==> config.mk <==
export PLATFORM = sky130hd
export DESIGN_NAME = gaussian_gain_field_neuron_rate_core
export DESIGN_NICKNAME = d
export VERILOG_FILES = /design/src/rtl/ggfn_pkg.sv /design/src/rtl/ggfn_div.sv /design/src/rtl/ggfn_datapath.sv /design/src/rtl/ggfn_ctrl.sv /design/src/rtl/gaussian_gain_field_neuron_rate_core.sv
export SDC_FILE = /design/constraint.sdc
export NUM_CORES = 2
export LEC_CHECK = 0
export ABC_AREA = 0
export BUFFER_PORTS_ARGS = -buffer_cell sky130_fd_sc_hd__buf_2
export CORE_ASPECT_RATIO = 2
export CORE_MARGIN = 2
export CORE_UTILIZATION = 50
export DETAILED_ROUTE_END_ITERATION = 6
export PLACE_DENSITY = 0.78
export RECOVER_POWER = 25
export SLEW_MARGIN = 40
export SYNTH_ARGS = -nofsm -noshare
export SYNTH_HDL_FRONTEND = slang
export SYNTH_SLANG_ARGS = --single-unit
==> constraint.sdc <==
create_clock -name clk -period 13.2 [get_ports clk]
set_input_delay 0.66 -clock clk [delete_from_list [all_inputs] [get_ports clk]]
set_output_delay 0.66 -clock clk [all_outputs]
set_load 0.02 [all_outputs]
==> src/rtl/ggfn_pkg.sv <==
package ggfn_pkg;

	localparam int ExpTableDepth = 256;

	typedef enum logic [2:0] {
		MODE_VISUAL = 3'd0,
		MODE_EYE    = 3'd1,
		MODE_GAUSS  = 3'd2,
		MODE_DGAUSS = 3'd3,
		MODE_SIGM   = 3'd4
	} mode_t;

	typedef enum logic [2:0] {
		REG_MODE    = 3'd0,
		REG_VPREF   = 3'd1,
		REG_EPREF   = 3'd2,
		REG_E2PREF  = 3'd3,
		REG_GAIN2   = 3'd4,
		REG_INVW    = 3'd5,
		REG_SLOPE   = 3'd6
	} reg_idx_t;

	typedef enum logic [3:0] {
		ST_IDLE,
		ST_G1_SQ,
		ST_G1_SCALE,
		ST_G2_SQ,
		ST_G2_SCALE,
		ST_DG_MIX,
		ST_SG_MUL,
		ST_SG_START,
		ST_SG_DIV,
		ST_VIS_SQ,
		ST_VIS_SCALE,
		ST_COMBINE,
		ST_OUT
	} state_t;

	typedef enum logic [2:0] {
		OP_NONE,
		OP_SQ,
		OP_SCALE,
		OP_MIX,
		OP_SGMUL,
		OP_PROD
	} op_t;

	typedef struct packed {
		op_t        op;
		logic [1:0] sel_ref;
		logic       ld_g1;
		logic       ld_eye;
		logic       ld_eye_sig;
		logic       div_start;
		logic       upd_best;
		logic       clr_best;
		logic       ld_out;
	} cmd_t;

	typedef struct packed {
		logic div_done;
	} sts_t;

	localparam logic [1:0] REF_EYE  = 2'd0;
	localparam logic [1:0] REF_EYE2 = 2'd1;
	localparam logic [1:0] REF_VIS  = 2'd2;

	function automatic logic [15:0] exp_entry(input int k);
		logic [63:0] e;
		logic [63:0] p;
		e = 64'h1_0000_0000;
		for (int i = 0; i < k; i++) begin
			p = e * 64'd4034748387 + 64'h8000_0000;
			e = p >> 32;
		end
		return 16'((e + 64'h1_0000) >> 17);
	endfunction

endpackage

==> src/rtl/ggfn_div.sv <==
module ggfn_div (
	input  logic        clk,
	input  logic        arst_n,
	input  logic        start,
	input  logic [31:0] num,
	input  logic [16:0] den,
	output logic [15:0] quo,
	output logic        done
);
	logic [31:0] n_q;
	logic [16:0] r_q;
	logic [15:0] qv_q;
	logic [5:0]  cnt_q;
	logic        busy_q;
	logic [17:0] trial;

	assign trial = {r_q, n_q[31]} - {1'b0, den};

	always_ff @(posedge clk or negedge arst_n) begin
		if (!arst_n) begin
			busy_q <= 1'b0;
			cnt_q  <= '0;
			done   <= 1'b0;
		end else begin
			done <= 1'b0;
			if (start) begin
				busy_q <= 1'b1;
				cnt_q  <= 6'd32;
			end else if (busy_q) begin
				cnt_q <= cnt_q - 6'd1;
				if (cnt_q == 6'd1) begin
					busy_q <= 1'b0;
					done   <= 1'b1;
				end
			end
		end
	end

	always_ff @(posedge clk) begin
		if (start) begin
			n_q  <= num;
			r_q  <= '0;
			qv_q <= '0;
		end else if (busy_q) begin
			n_q <= {n_q[30:0], 1'b0};
			if (!trial[17]) begin
				r_q  <= trial[16:0];
				qv_q <= {qv_q[14:0], 1'b1};
			end else begin
				r_q  <= {r_q[15:0], n_q[31]};
				qv_q <= {qv_q[14:0], 1'b0};
			end
		end
	end

	assign quo = qv_q;
endmodule

==> src/rtl/ggfn_datapath.sv <==
module ggfn_datapath #(
	parameter int EXP_TABLE_DEPTH = ggfn_pkg::ExpTableDepth
) (
	input  logic              clk,
	input  logic              arst_n,
	input  ggfn_pkg::cmd_t    cmd,
	output ggfn_pkg::sts_t    sts,
	input  logic              in_ld,
	input  logic signed [15:0] position,
	input  logic [2:0]        mode,
	input  logic signed [15:0] vis_pref,
	input  logic signed [15:0] eye_pref,
	input  logic signed [15:0] eye2_pref,
	input  logic [15:0]       gain2,
	input  logic [15:0]       inv_w,
	input  logic signed [15:0] slope,
	output logic [15:0]       rate
);
	logic [15:0] exp_rom [EXP_TABLE_DEPTH];
	for (genvar k = 0; k < EXP_TABLE_DEPTH; k++) begin : g_rom
		assign exp_rom[k] = ggfn_pkg::exp_entry(k);
	end

	logic signed [15:0] pos_q;
	logic [33:0] acc_q;
	logic [15:0] g1_q, g2_q, eye_q, best_q, g_now;
	logic signed [15:0] refv;
	logic signed [16:0] d;
	logic [16:0] m;
	logic [33:0] sq;
	logic [49:0] sc;
	logic [49:0] mul;
	logic [33:0] x;
	logic [15:0] t_q;
	logic        yneg_q;
	logic [32:0] ys;
	logic [32:0] ym;
	logic [16:0] den;
	logic [31:0] num;
	logic [15:0] quo;
	logic        div_done;
	logic [17:0] mix;
	logic [32:0] prod;

	always_comb begin
		case (cmd.sel_ref)
			ggfn_pkg::REF_EYE:  refv = eye_pref;
			ggfn_pkg::REF_EYE2: refv = eye2_pref;
			default:            refv = vis_pref;
		endcase
	end

	assign d  = 17'(pos_q) - 17'(refv);
	assign m  = d[16] ? 17'(-d) : d;
	assign sq = 34'(m) * 34'(m);
	assign sc = 50'(acc_q) * 50'(inv_w);
	assign ys = 33'(slope) * 33'(d);
	assign ym = ys[32] ? 33'(-ys) : ys;
	assign x  = 34'(sc >> 20);

	always_comb begin
		g_now = '0;
		if (x < 34'(EXP_TABLE_DEPTH))
			g_now = exp_rom[x[$clog2(EXP_TABLE_DEPTH)-1:0]];
	end

	assign mul  = 50'(gain2) * 50'(g2_q);
	assign mix  = 18'(g1_q) + 18'((mul + 50'd32768) >> 16);
	assign prod = 33'((34'(best_q) * 34'(eye_q) + 34'd16384) >> 15);

	logic [15:0] t_now;
	always_comb begin
		t_now = '0;
		if ((ym >> 12) < 33'(EXP_TABLE_DEPTH))
			t_now = exp_rom[ym[12 +: $clog2(EXP_TABLE_DEPTH)]];
	end

	assign den = 17'd32768 + 17'(t_q);
	assign num = (yneg_q ? 32'h4000_0000 : {1'b0, t_q, 15'd0}) + 32'(den >> 1);

	ggfn_div u_div (
		.clk   (clk),
		.arst_n(arst_n),
		.start (cmd.div_start),
		.num   (num),
		.den   (den),
		.quo   (quo),
		.done  (div_done)
	);
	assign sts.div_done = div_done;

	always_ff @(posedge clk) begin
		if (in_ld)
			pos_q <= position;
		case (cmd.op)
			ggfn_pkg::OP_SQ:    acc_q <= sq;
			ggfn_pkg::OP_SCALE: g2_q  <= g_now;
			ggfn_pkg::OP_SGMUL: begin
				t_q    <= t_now;
				yneg_q <= ys[32];
			end
			default: ;
		endcase
		if (cmd.ld_g1)
			g1_q <= g_now;
	end

	always_ff @(posedge clk or negedge arst_n) begin
		if (!arst_n) begin
			eye_q  <= '0;
			best_q <= '0;
			rate   <= '0;
		end else begin
			if (cmd.ld_eye) begin
				if (cmd.op == ggfn_pkg::OP_MIX)
					eye_q <= mix[17:16] != 2'd0 ? 16'hFFFF : mix[15:0];
				else if (mode == ggfn_pkg::MODE_EYE || mode == ggfn_pkg::MODE_GAUSS)
					eye_q <= g_now;
				else
					eye_q <= '0;
			end
			if (cmd.ld_eye_sig)
				eye_q <= quo;
			if (cmd.clr_best)
				best_q <= '0;
			else if (cmd.upd_best && g_now > best_q)
				best_q <= g_now;
			if (cmd.ld_out) begin
				case (mode)
					ggfn_pkg::MODE_VISUAL: rate <= best_q;
					ggfn_pkg::MODE_EYE:    rate <= eye_q;
					ggfn_pkg::MODE_GAUSS, ggfn_pkg::MODE_DGAUSS, ggfn_pkg::MODE_SIGM:
						rate <= prod[32:16] != 17'd0 ? 16'hFFFF : prod[15:0];
					default: rate <= '0;
				endcase
			end
		end
	end
endmodule

==> src/rtl/ggfn_ctrl.sv <==
module ggfn_ctrl (
	input  logic           clk,
	input  logic           arst_n,
	input  logic           in_valid,
	output logic           in_stall,
	input  logic           in_last,
	input  logic [2:0]     mode,
	output logic           in_ld,
	output logic           out_valid,
	input  logic           out_stall,
	output ggfn_pkg::cmd_t cmd,
	input  ggfn_pkg::sts_t sts
);
	ggfn_pkg::state_t st_q, st_d;
	logic await_q, last_q, ovalid_q;
	logic acc;

	assign in_stall  = (st_q != ggfn_pkg::ST_IDLE) || (ovalid_q && out_stall);
	assign acc       = in_valid && !in_stall;
	assign in_ld     = acc;
	assign out_valid = ovalid_q;

	always_ff @(posedge clk or negedge arst_n) begin
		if (!arst_n) begin
			st_q     <= ggfn_pkg::ST_IDLE;
			await_q  <= 1'b1;
			last_q   <= 1'b0;
			ovalid_q <= 1'b0;
		end else begin
			st_q <= st_d;
			if (acc)
				last_q <= in_last;
			if (ovalid_q && !out_stall)
				ovalid_q <= 1'b0;
			if (st_q == ggfn_pkg::ST_OUT) begin
				ovalid_q <= 1'b1;
				await_q  <= 1'b1;
			end
			if (acc && await_q)
				await_q <= 1'b0;
		end
	end

	always_comb begin
		st_d = st_q;
		cmd  = '0;
		cmd.sel_ref = ggfn_pkg::REF_EYE;
		case (st_q)
			ggfn_pkg::ST_IDLE:
				if (acc) begin
					if (!await_q)
						st_d = ggfn_pkg::ST_VIS_SQ;
					else if (mode == ggfn_pkg::MODE_SIGM)
						st_d = ggfn_pkg::ST_SG_MUL;
					else
						st_d = ggfn_pkg::ST_G1_SQ;
				end
			ggfn_pkg::ST_G1_SQ: begin
				cmd.op = ggfn_pkg::OP_SQ;
				st_d   = ggfn_pkg::ST_G1_SCALE;
			end
			ggfn_pkg::ST_G1_SCALE: begin
				cmd.clr_best = 1'b1;
				if (mode == ggfn_pkg::MODE_DGAUSS) begin
					cmd.ld_g1 = 1'b1;
					st_d      = ggfn_pkg::ST_G2_SQ;
				end else begin
					cmd.ld_eye = 1'b1;
					st_d = last_q ? ggfn_pkg::ST_COMBINE : ggfn_pkg::ST_IDLE;
				end
			end
			ggfn_pkg::ST_G2_SQ: begin
				cmd.op      = ggfn_pkg::OP_SQ;
				cmd.sel_ref = ggfn_pkg::REF_EYE2;
				st_d        = ggfn_pkg::ST_G2_SCALE;
			end
			ggfn_pkg::ST_G2_SCALE: begin
				cmd.op = ggfn_pkg::OP_SCALE;
				st_d   = ggfn_pkg::ST_DG_MIX;
			end
			ggfn_pkg::ST_DG_MIX: begin
				cmd.op     = ggfn_pkg::OP_MIX;
				cmd.ld_eye = 1'b1;
				st_d = last_q ? ggfn_pkg::ST_COMBINE : ggfn_pkg::ST_IDLE;
			end
			ggfn_pkg::ST_SG_MUL: begin
				cmd.op       = ggfn_pkg::OP_SGMUL;
				cmd.clr_best = 1'b1;
				st_d         = ggfn_pkg::ST_SG_START;
			end
			ggfn_pkg::ST_SG_START: begin
				cmd.div_start = 1'b1;
				st_d          = ggfn_pkg::ST_SG_DIV;
			end
			ggfn_pkg::ST_SG_DIV:
				if (sts.div_done) begin
					cmd.ld_eye_sig = 1'b1;
					st_d = last_q ? ggfn_pkg::ST_COMBINE : ggfn_pkg::ST_IDLE;
				end
			ggfn_pkg::ST_VIS_SQ: begin
				cmd.op      = ggfn_pkg::OP_SQ;
				cmd.sel_ref = ggfn_pkg::REF_VIS;
				st_d        = ggfn_pkg::ST_VIS_SCALE;
			end
			ggfn_pkg::ST_VIS_SCALE: begin
				cmd.upd_best = 1'b1;
				st_d = last_q ? ggfn_pkg::ST_COMBINE : ggfn_pkg::ST_IDLE;
			end
			ggfn_pkg::ST_COMBINE: begin
				cmd.ld_out = 1'b1;
				st_d       = ggfn_pkg::ST_OUT;
			end
			ggfn_pkg::ST_OUT:
				st_d = ggfn_pkg::ST_IDLE;
			default:
				st_d = ggfn_pkg::ST_IDLE;
		endcase
	end
endmodule

==> src/rtl/gaussian_gain_field_neuron_rate_core.sv <==
// channel | signals                          | direction
// in      | valid, stall, position, last     | item into block
// out     | out_valid, out_stall, firing_rate| rate out, one per sample
// cfg     | cfg_we, cfg_index, cfg_data      | register writes
// Retinal item: square, then scale + table + update; last item: combine, out.
// Gaussian eye item: square, scale; double Gaussian: both twice, then mix;
// sigmoid: multiply, 32-step restoring divider. Input is stalled while a
// sample item is at work or while a finished rate waits under out_stall.
// Async reset: mode 2, inverse width 1.0, slope 1.0, expecting an eye item.
module gaussian_gain_field_neuron_rate_core #(
	parameter int EXP_TABLE_DEPTH = ggfn_pkg::ExpTableDepth
) (
	input  logic               clk,
	input  logic               arst_n,
	input  logic               valid,
	output logic               stall,
	input  logic signed [15:0] position,
	input  logic               last,
	output logic               out_valid,
	input  logic               out_stall,
	output logic [15:0]        firing_rate,
	input  logic               cfg_we,
	input  logic [2:0]         cfg_index,
	input  logic [15:0]        cfg_data
);
	logic [2:0]  mode_q;
	logic signed [15:0] vpref_q, epref_q, e2pref_q, slope_q;
	logic [15:0] gain2_q, invw_q;
	logic in_ld;
	ggfn_pkg::cmd_t cmd;
	ggfn_pkg::sts_t sts;

	always_ff @(posedge clk or negedge arst_n) begin
		if (!arst_n) begin
			mode_q   <= ggfn_pkg::MODE_GAUSS;
			vpref_q  <= '0;
			epref_q  <= '0;
			e2pref_q <= '0;
			gain2_q  <= '0;
			invw_q   <= 16'd256;
			slope_q  <= 16'sd256;
		end else if (cfg_we) begin
			case (cfg_index)
				ggfn_pkg::REG_MODE:   mode_q   <= cfg_data[2:0];
				ggfn_pkg::REG_VPREF:  vpref_q  <= cfg_data;
				ggfn_pkg::REG_EPREF:  epref_q  <= cfg_data;
				ggfn_pkg::REG_E2PREF: e2pref_q <= cfg_data;
				ggfn_pkg::REG_GAIN2:  gain2_q  <= cfg_data;
				ggfn_pkg::REG_INVW:   invw_q   <= cfg_data;
				ggfn_pkg::REG_SLOPE:  slope_q  <= cfg_data;
				default: ;
			endcase
		end
	end

	ggfn_ctrl u_ctrl (
		.clk      (clk),
		.arst_n   (arst_n),
		.in_valid (valid),
		.in_stall (stall),
		.in_last  (last),
		.mode     (mode_q),
		.in_ld    (in_ld),
		.out_valid(out_valid),
		.out_stall(out_stall),
		.cmd      (cmd),
		.sts      (sts)
	);

	ggfn_datapath #(.EXP_TABLE_DEPTH(EXP_TABLE_DEPTH)) u_dp (
		.clk      (clk),
		.arst_n   (arst_n),
		.cmd      (cmd),
		.sts      (sts),
		.in_ld    (in_ld),
		.position (position),
		.mode     (mode_q),
		.vis_pref (vpref_q),
		.eye_pref (epref_q),
		.eye2_pref(e2pref_q),
		.gain2    (gain2_q),
		.inv_w    (invw_q),
		.slope    (slope_q),
		.rate     (firing_rate)
	);
endmodule
==> metrics.csv <==
metric,value,unit
outcome,finished with violations,
failing checks,"capacitance limit, slew limit",
total negative slack,0,ns
Regs by FF count,"u_dp.acc_q: 33 flops, u_dp.u_div.n_q: 32 flops, u_dp.u_div.r_q: 17 flops",
met2 wire length,92500,µm
register area share after synthesis,12.0,%
total grt overflow,0,
fill count,12710,
Max-Cap Viols,3,
Die Area,0.147,mm²
largest net degree at the start of global routing,63,
Post-Syn Area,0.0720,mm²
synth warn,0,
routed vias/inst,5.73,
Post-CTS Setup Inserts,0,
Syn Inst Count,8057,
ANT cells,0,
WS Path Type,reg2reg,
Post-synth EDFFs,130,
"CTS clk-pin slew, worst paths",0.08,ns
vias in the first global route,60520,
Root Driver,clkbuf_16,
DRC viols,0,
GRT Total Usage,27.0,%
cell repeated most along the worst path,fa_1,
Finish-stage setup viols,0,
Buffers on Ports,58,
CTS Hold Bufs,0,
final clock skew,0.0287,ns
GPL Wtd Cong,0.952,
total CTS buffers,38,
buffers and inverters on the worst path,3,
Die Ht,541,µm
H-tree depth,2,
fin crit period,12.80,ns
Worst-Margin Slew,3.95,ns
Worst Path Required,13.72,ns
HPWL after DPL,149000,µm
"Most flops, register",u_dp.acc_q,
via count,56460,
first-pass GRT wire length,319000,µm
clk_lat worst skew,0.62,ns
initial antenna violation count,4,
post-synthesis cell type count,98,
"slowest stage delay, CP",1.56,ns
main flop type after synthesis,dfrtp_1,
met1 WL,74200,µm
CP max stage cell,clkbuf_1,
final wirelength,193000,µm
RSZ-0062 raised after global routing,false,
Synth Register Bits,325,
Initial DRC Count,4706,
"CP delay by family, top",compound AO/OA/AOI/OAI gates,
"FFs w/ async S/R, synth",49.8,%
Final nets,9912,
DRT Pass-1 Iters,6,
Synth-to-Final Area Change,5.45,%
HP Class,in2reg,
fmax,0.0781,GHz
Critical Path AT,13.32,ns
Critical Path Source Type,flip-flop,
Max Used Layer,met5,
TritonCTS clock tree,yes,
met3 wire length,16700,µm
fin crit share,97.0,%
num rows,197,
Slew Limit Headroom,-163,%
DR WL/cell,19.6,µm
chip width,272,µm
number of flip-flops under the largest register name,33,
Core Area,0.143,mm²
ANT nets after route,0,
io pins,59,
Final Max Tran Viols,145,
Final Hold Violating Endpoints,0,
synthesized area per cell,8.93,µm²
CTS Buffer Depth,3,
Starting Density,50.2,%
clock sinks,325,
CP endpoint kind,flip-flop,
crit path max fanout,34,
layout cells sized above 1,5.81,%
-- cell usage in the layout (no fill, tap or decap), types with 18 or more instances in the layout --
| cell type | n |
|---|---|
| nor2_1 | 376 |
| xnor2_1 | 126 |
| a21oi_1 | 242 |
| nand2_1 | 1056 |
| buf_2 | 55 |
| a211oi_1 | 56 |
| and2_1 | 529 |
| o31ai_1 | 25 |
| o22ai_1 | 29 |
| o211ai_1 | 42 |
| nor2b_1 | 47 |
| nor3_1 | 91 |
| o21a_1 | 41 |
| xor2_1 | 51 |
| nor4_1 | 18 |
| a311oi_1 | 18 |
| and3_1 | 21 |
| nand3_1 | 79 |
| mux2_2 | 107 |
| a31oi_1 | 46 |
| o311ai_0 | 22 |
| clkbuf_16 | 38 |
| nand4_1 | 19 |
| dfxtp_1 | 33 |
| dfrtp_1 | 151 |
| fa_1 | 1289 |
| o21ai_0 | 190 |
| a21o_1 | 66 |
| a211o_1 | 23 |
| nand2b_1 | 50 |
| ha_1 | 655 |
| buf_4 | 136 |
| or3_1 | 43 |
| edfxtp_1 | 130 |
| inv_1 | 1595 |
| mux2i_1 | 81 |
-- path summary, 6_finish.rpt --
path                            slack, ns  cells after the start               to          from
worst max-delay path                 0.40                     39  u_dp.best_q[14]    invw_q[10]
worst min-delay path                 0.21                      1    u_dp.pos_q[0]   position[0]
worst max register to register       0.40                     39  u_dp.best_q[14]    invw_q[10]
worst min register to register       0.48                      1     u_dp.rate[0]  u_dp.rate[0]
max in group asynchronous            7.76                      4   u_ctrl.await_q        arst_n
min in group asynchronous            1.42                      1        invw_q[1]        arst_n
-- Yosys cell counts (107+ instances only) --
cell type / count / area, µm²
fa_1: 1289 / 25800
a21oi_1: 243 / 1220
clkbuf_1: 345 / 1290
dfrtp_1: 158 / 3950
edfxtp_1: 130 / 3900
nor2_1: 379 / 1420
mux2_2: 107 / 1200
o21ai_0: 190 / 951
ha_1: 656 / 8210
inv_1: 1596 / 5990
nand2_1: 1056 / 3960
and2_1: 529 / 3310
xnor2_1: 139 / 1220
-- cell families after synthesis --
kind of cell,Yosys count,synth area share (%)
adders and majority gates,1947,47.3
buffers and inverters,1990,10.4
xor gates and xnor gates,196,2.41
other,2,0.0104
AOI/OAI and AO/OA,1000,9.23
muxes,191,2.89
and+or+nand+nor,2406,15.8
DFF,325,12.0
-- per-stage QoR --
| stage | hold slack [ns] | util [%] | worst slack (ns) | cells | instance area, µm² |
|---|---|---|---|---|---|
| floorplan | 0.364 | - | 0.746 | 8071 | 72000 |
| global placement | 0.470 | 51.9 | 0.722 | 9769 | 74400 |
| detailed placement | 0.476 | 51.9 | 0.309 | 9772 | 74500 |
| CTS | 0.0564 | 52.9 | 0.201 | 9842 | 75800 |
| global route | 0.210 | 52.9 | 0.00995 | 9846 | 75900 |
| finish | 0.211 | 52.9 | 0.402 | 9846 | 75900 |
-- what timing repair did --
action | in CTS | in global routing
endpoints found under the setup margin | 0 | 12
hold endpoints to repair | 0 | 0
resized for setup | 0 | 7
-- layer usage --
layer,up-vias,track usage (%)
met1,28206,34.5
li1,25014,-
met3,623,4.54
met5,-,0
met4,6,11.4
met2,2611,45.3
-- area by class of cell --
| type | instances | area (µm²) | share of cell area [%] |
|---|---|---|---|
| clock buffer | 40 | 968 | 1.28 |
| clock inverter | 30 | 367 | 0.483 |
| inverter | 1603 | 6020 | 7.93 |
| multi-input combinational | 5756 | 56200 | 74.0 |
| sequential | 325 | 8630 | 11.4 |
| tap | 1890 | 2360 | 3.12 |
| timing repair buffer | 202 | 1370 | 1.80 |
Power is left out: the tool's default activity adds up to more than one toggle a clock period on the data nets, which glitch-free logic cannot reach.
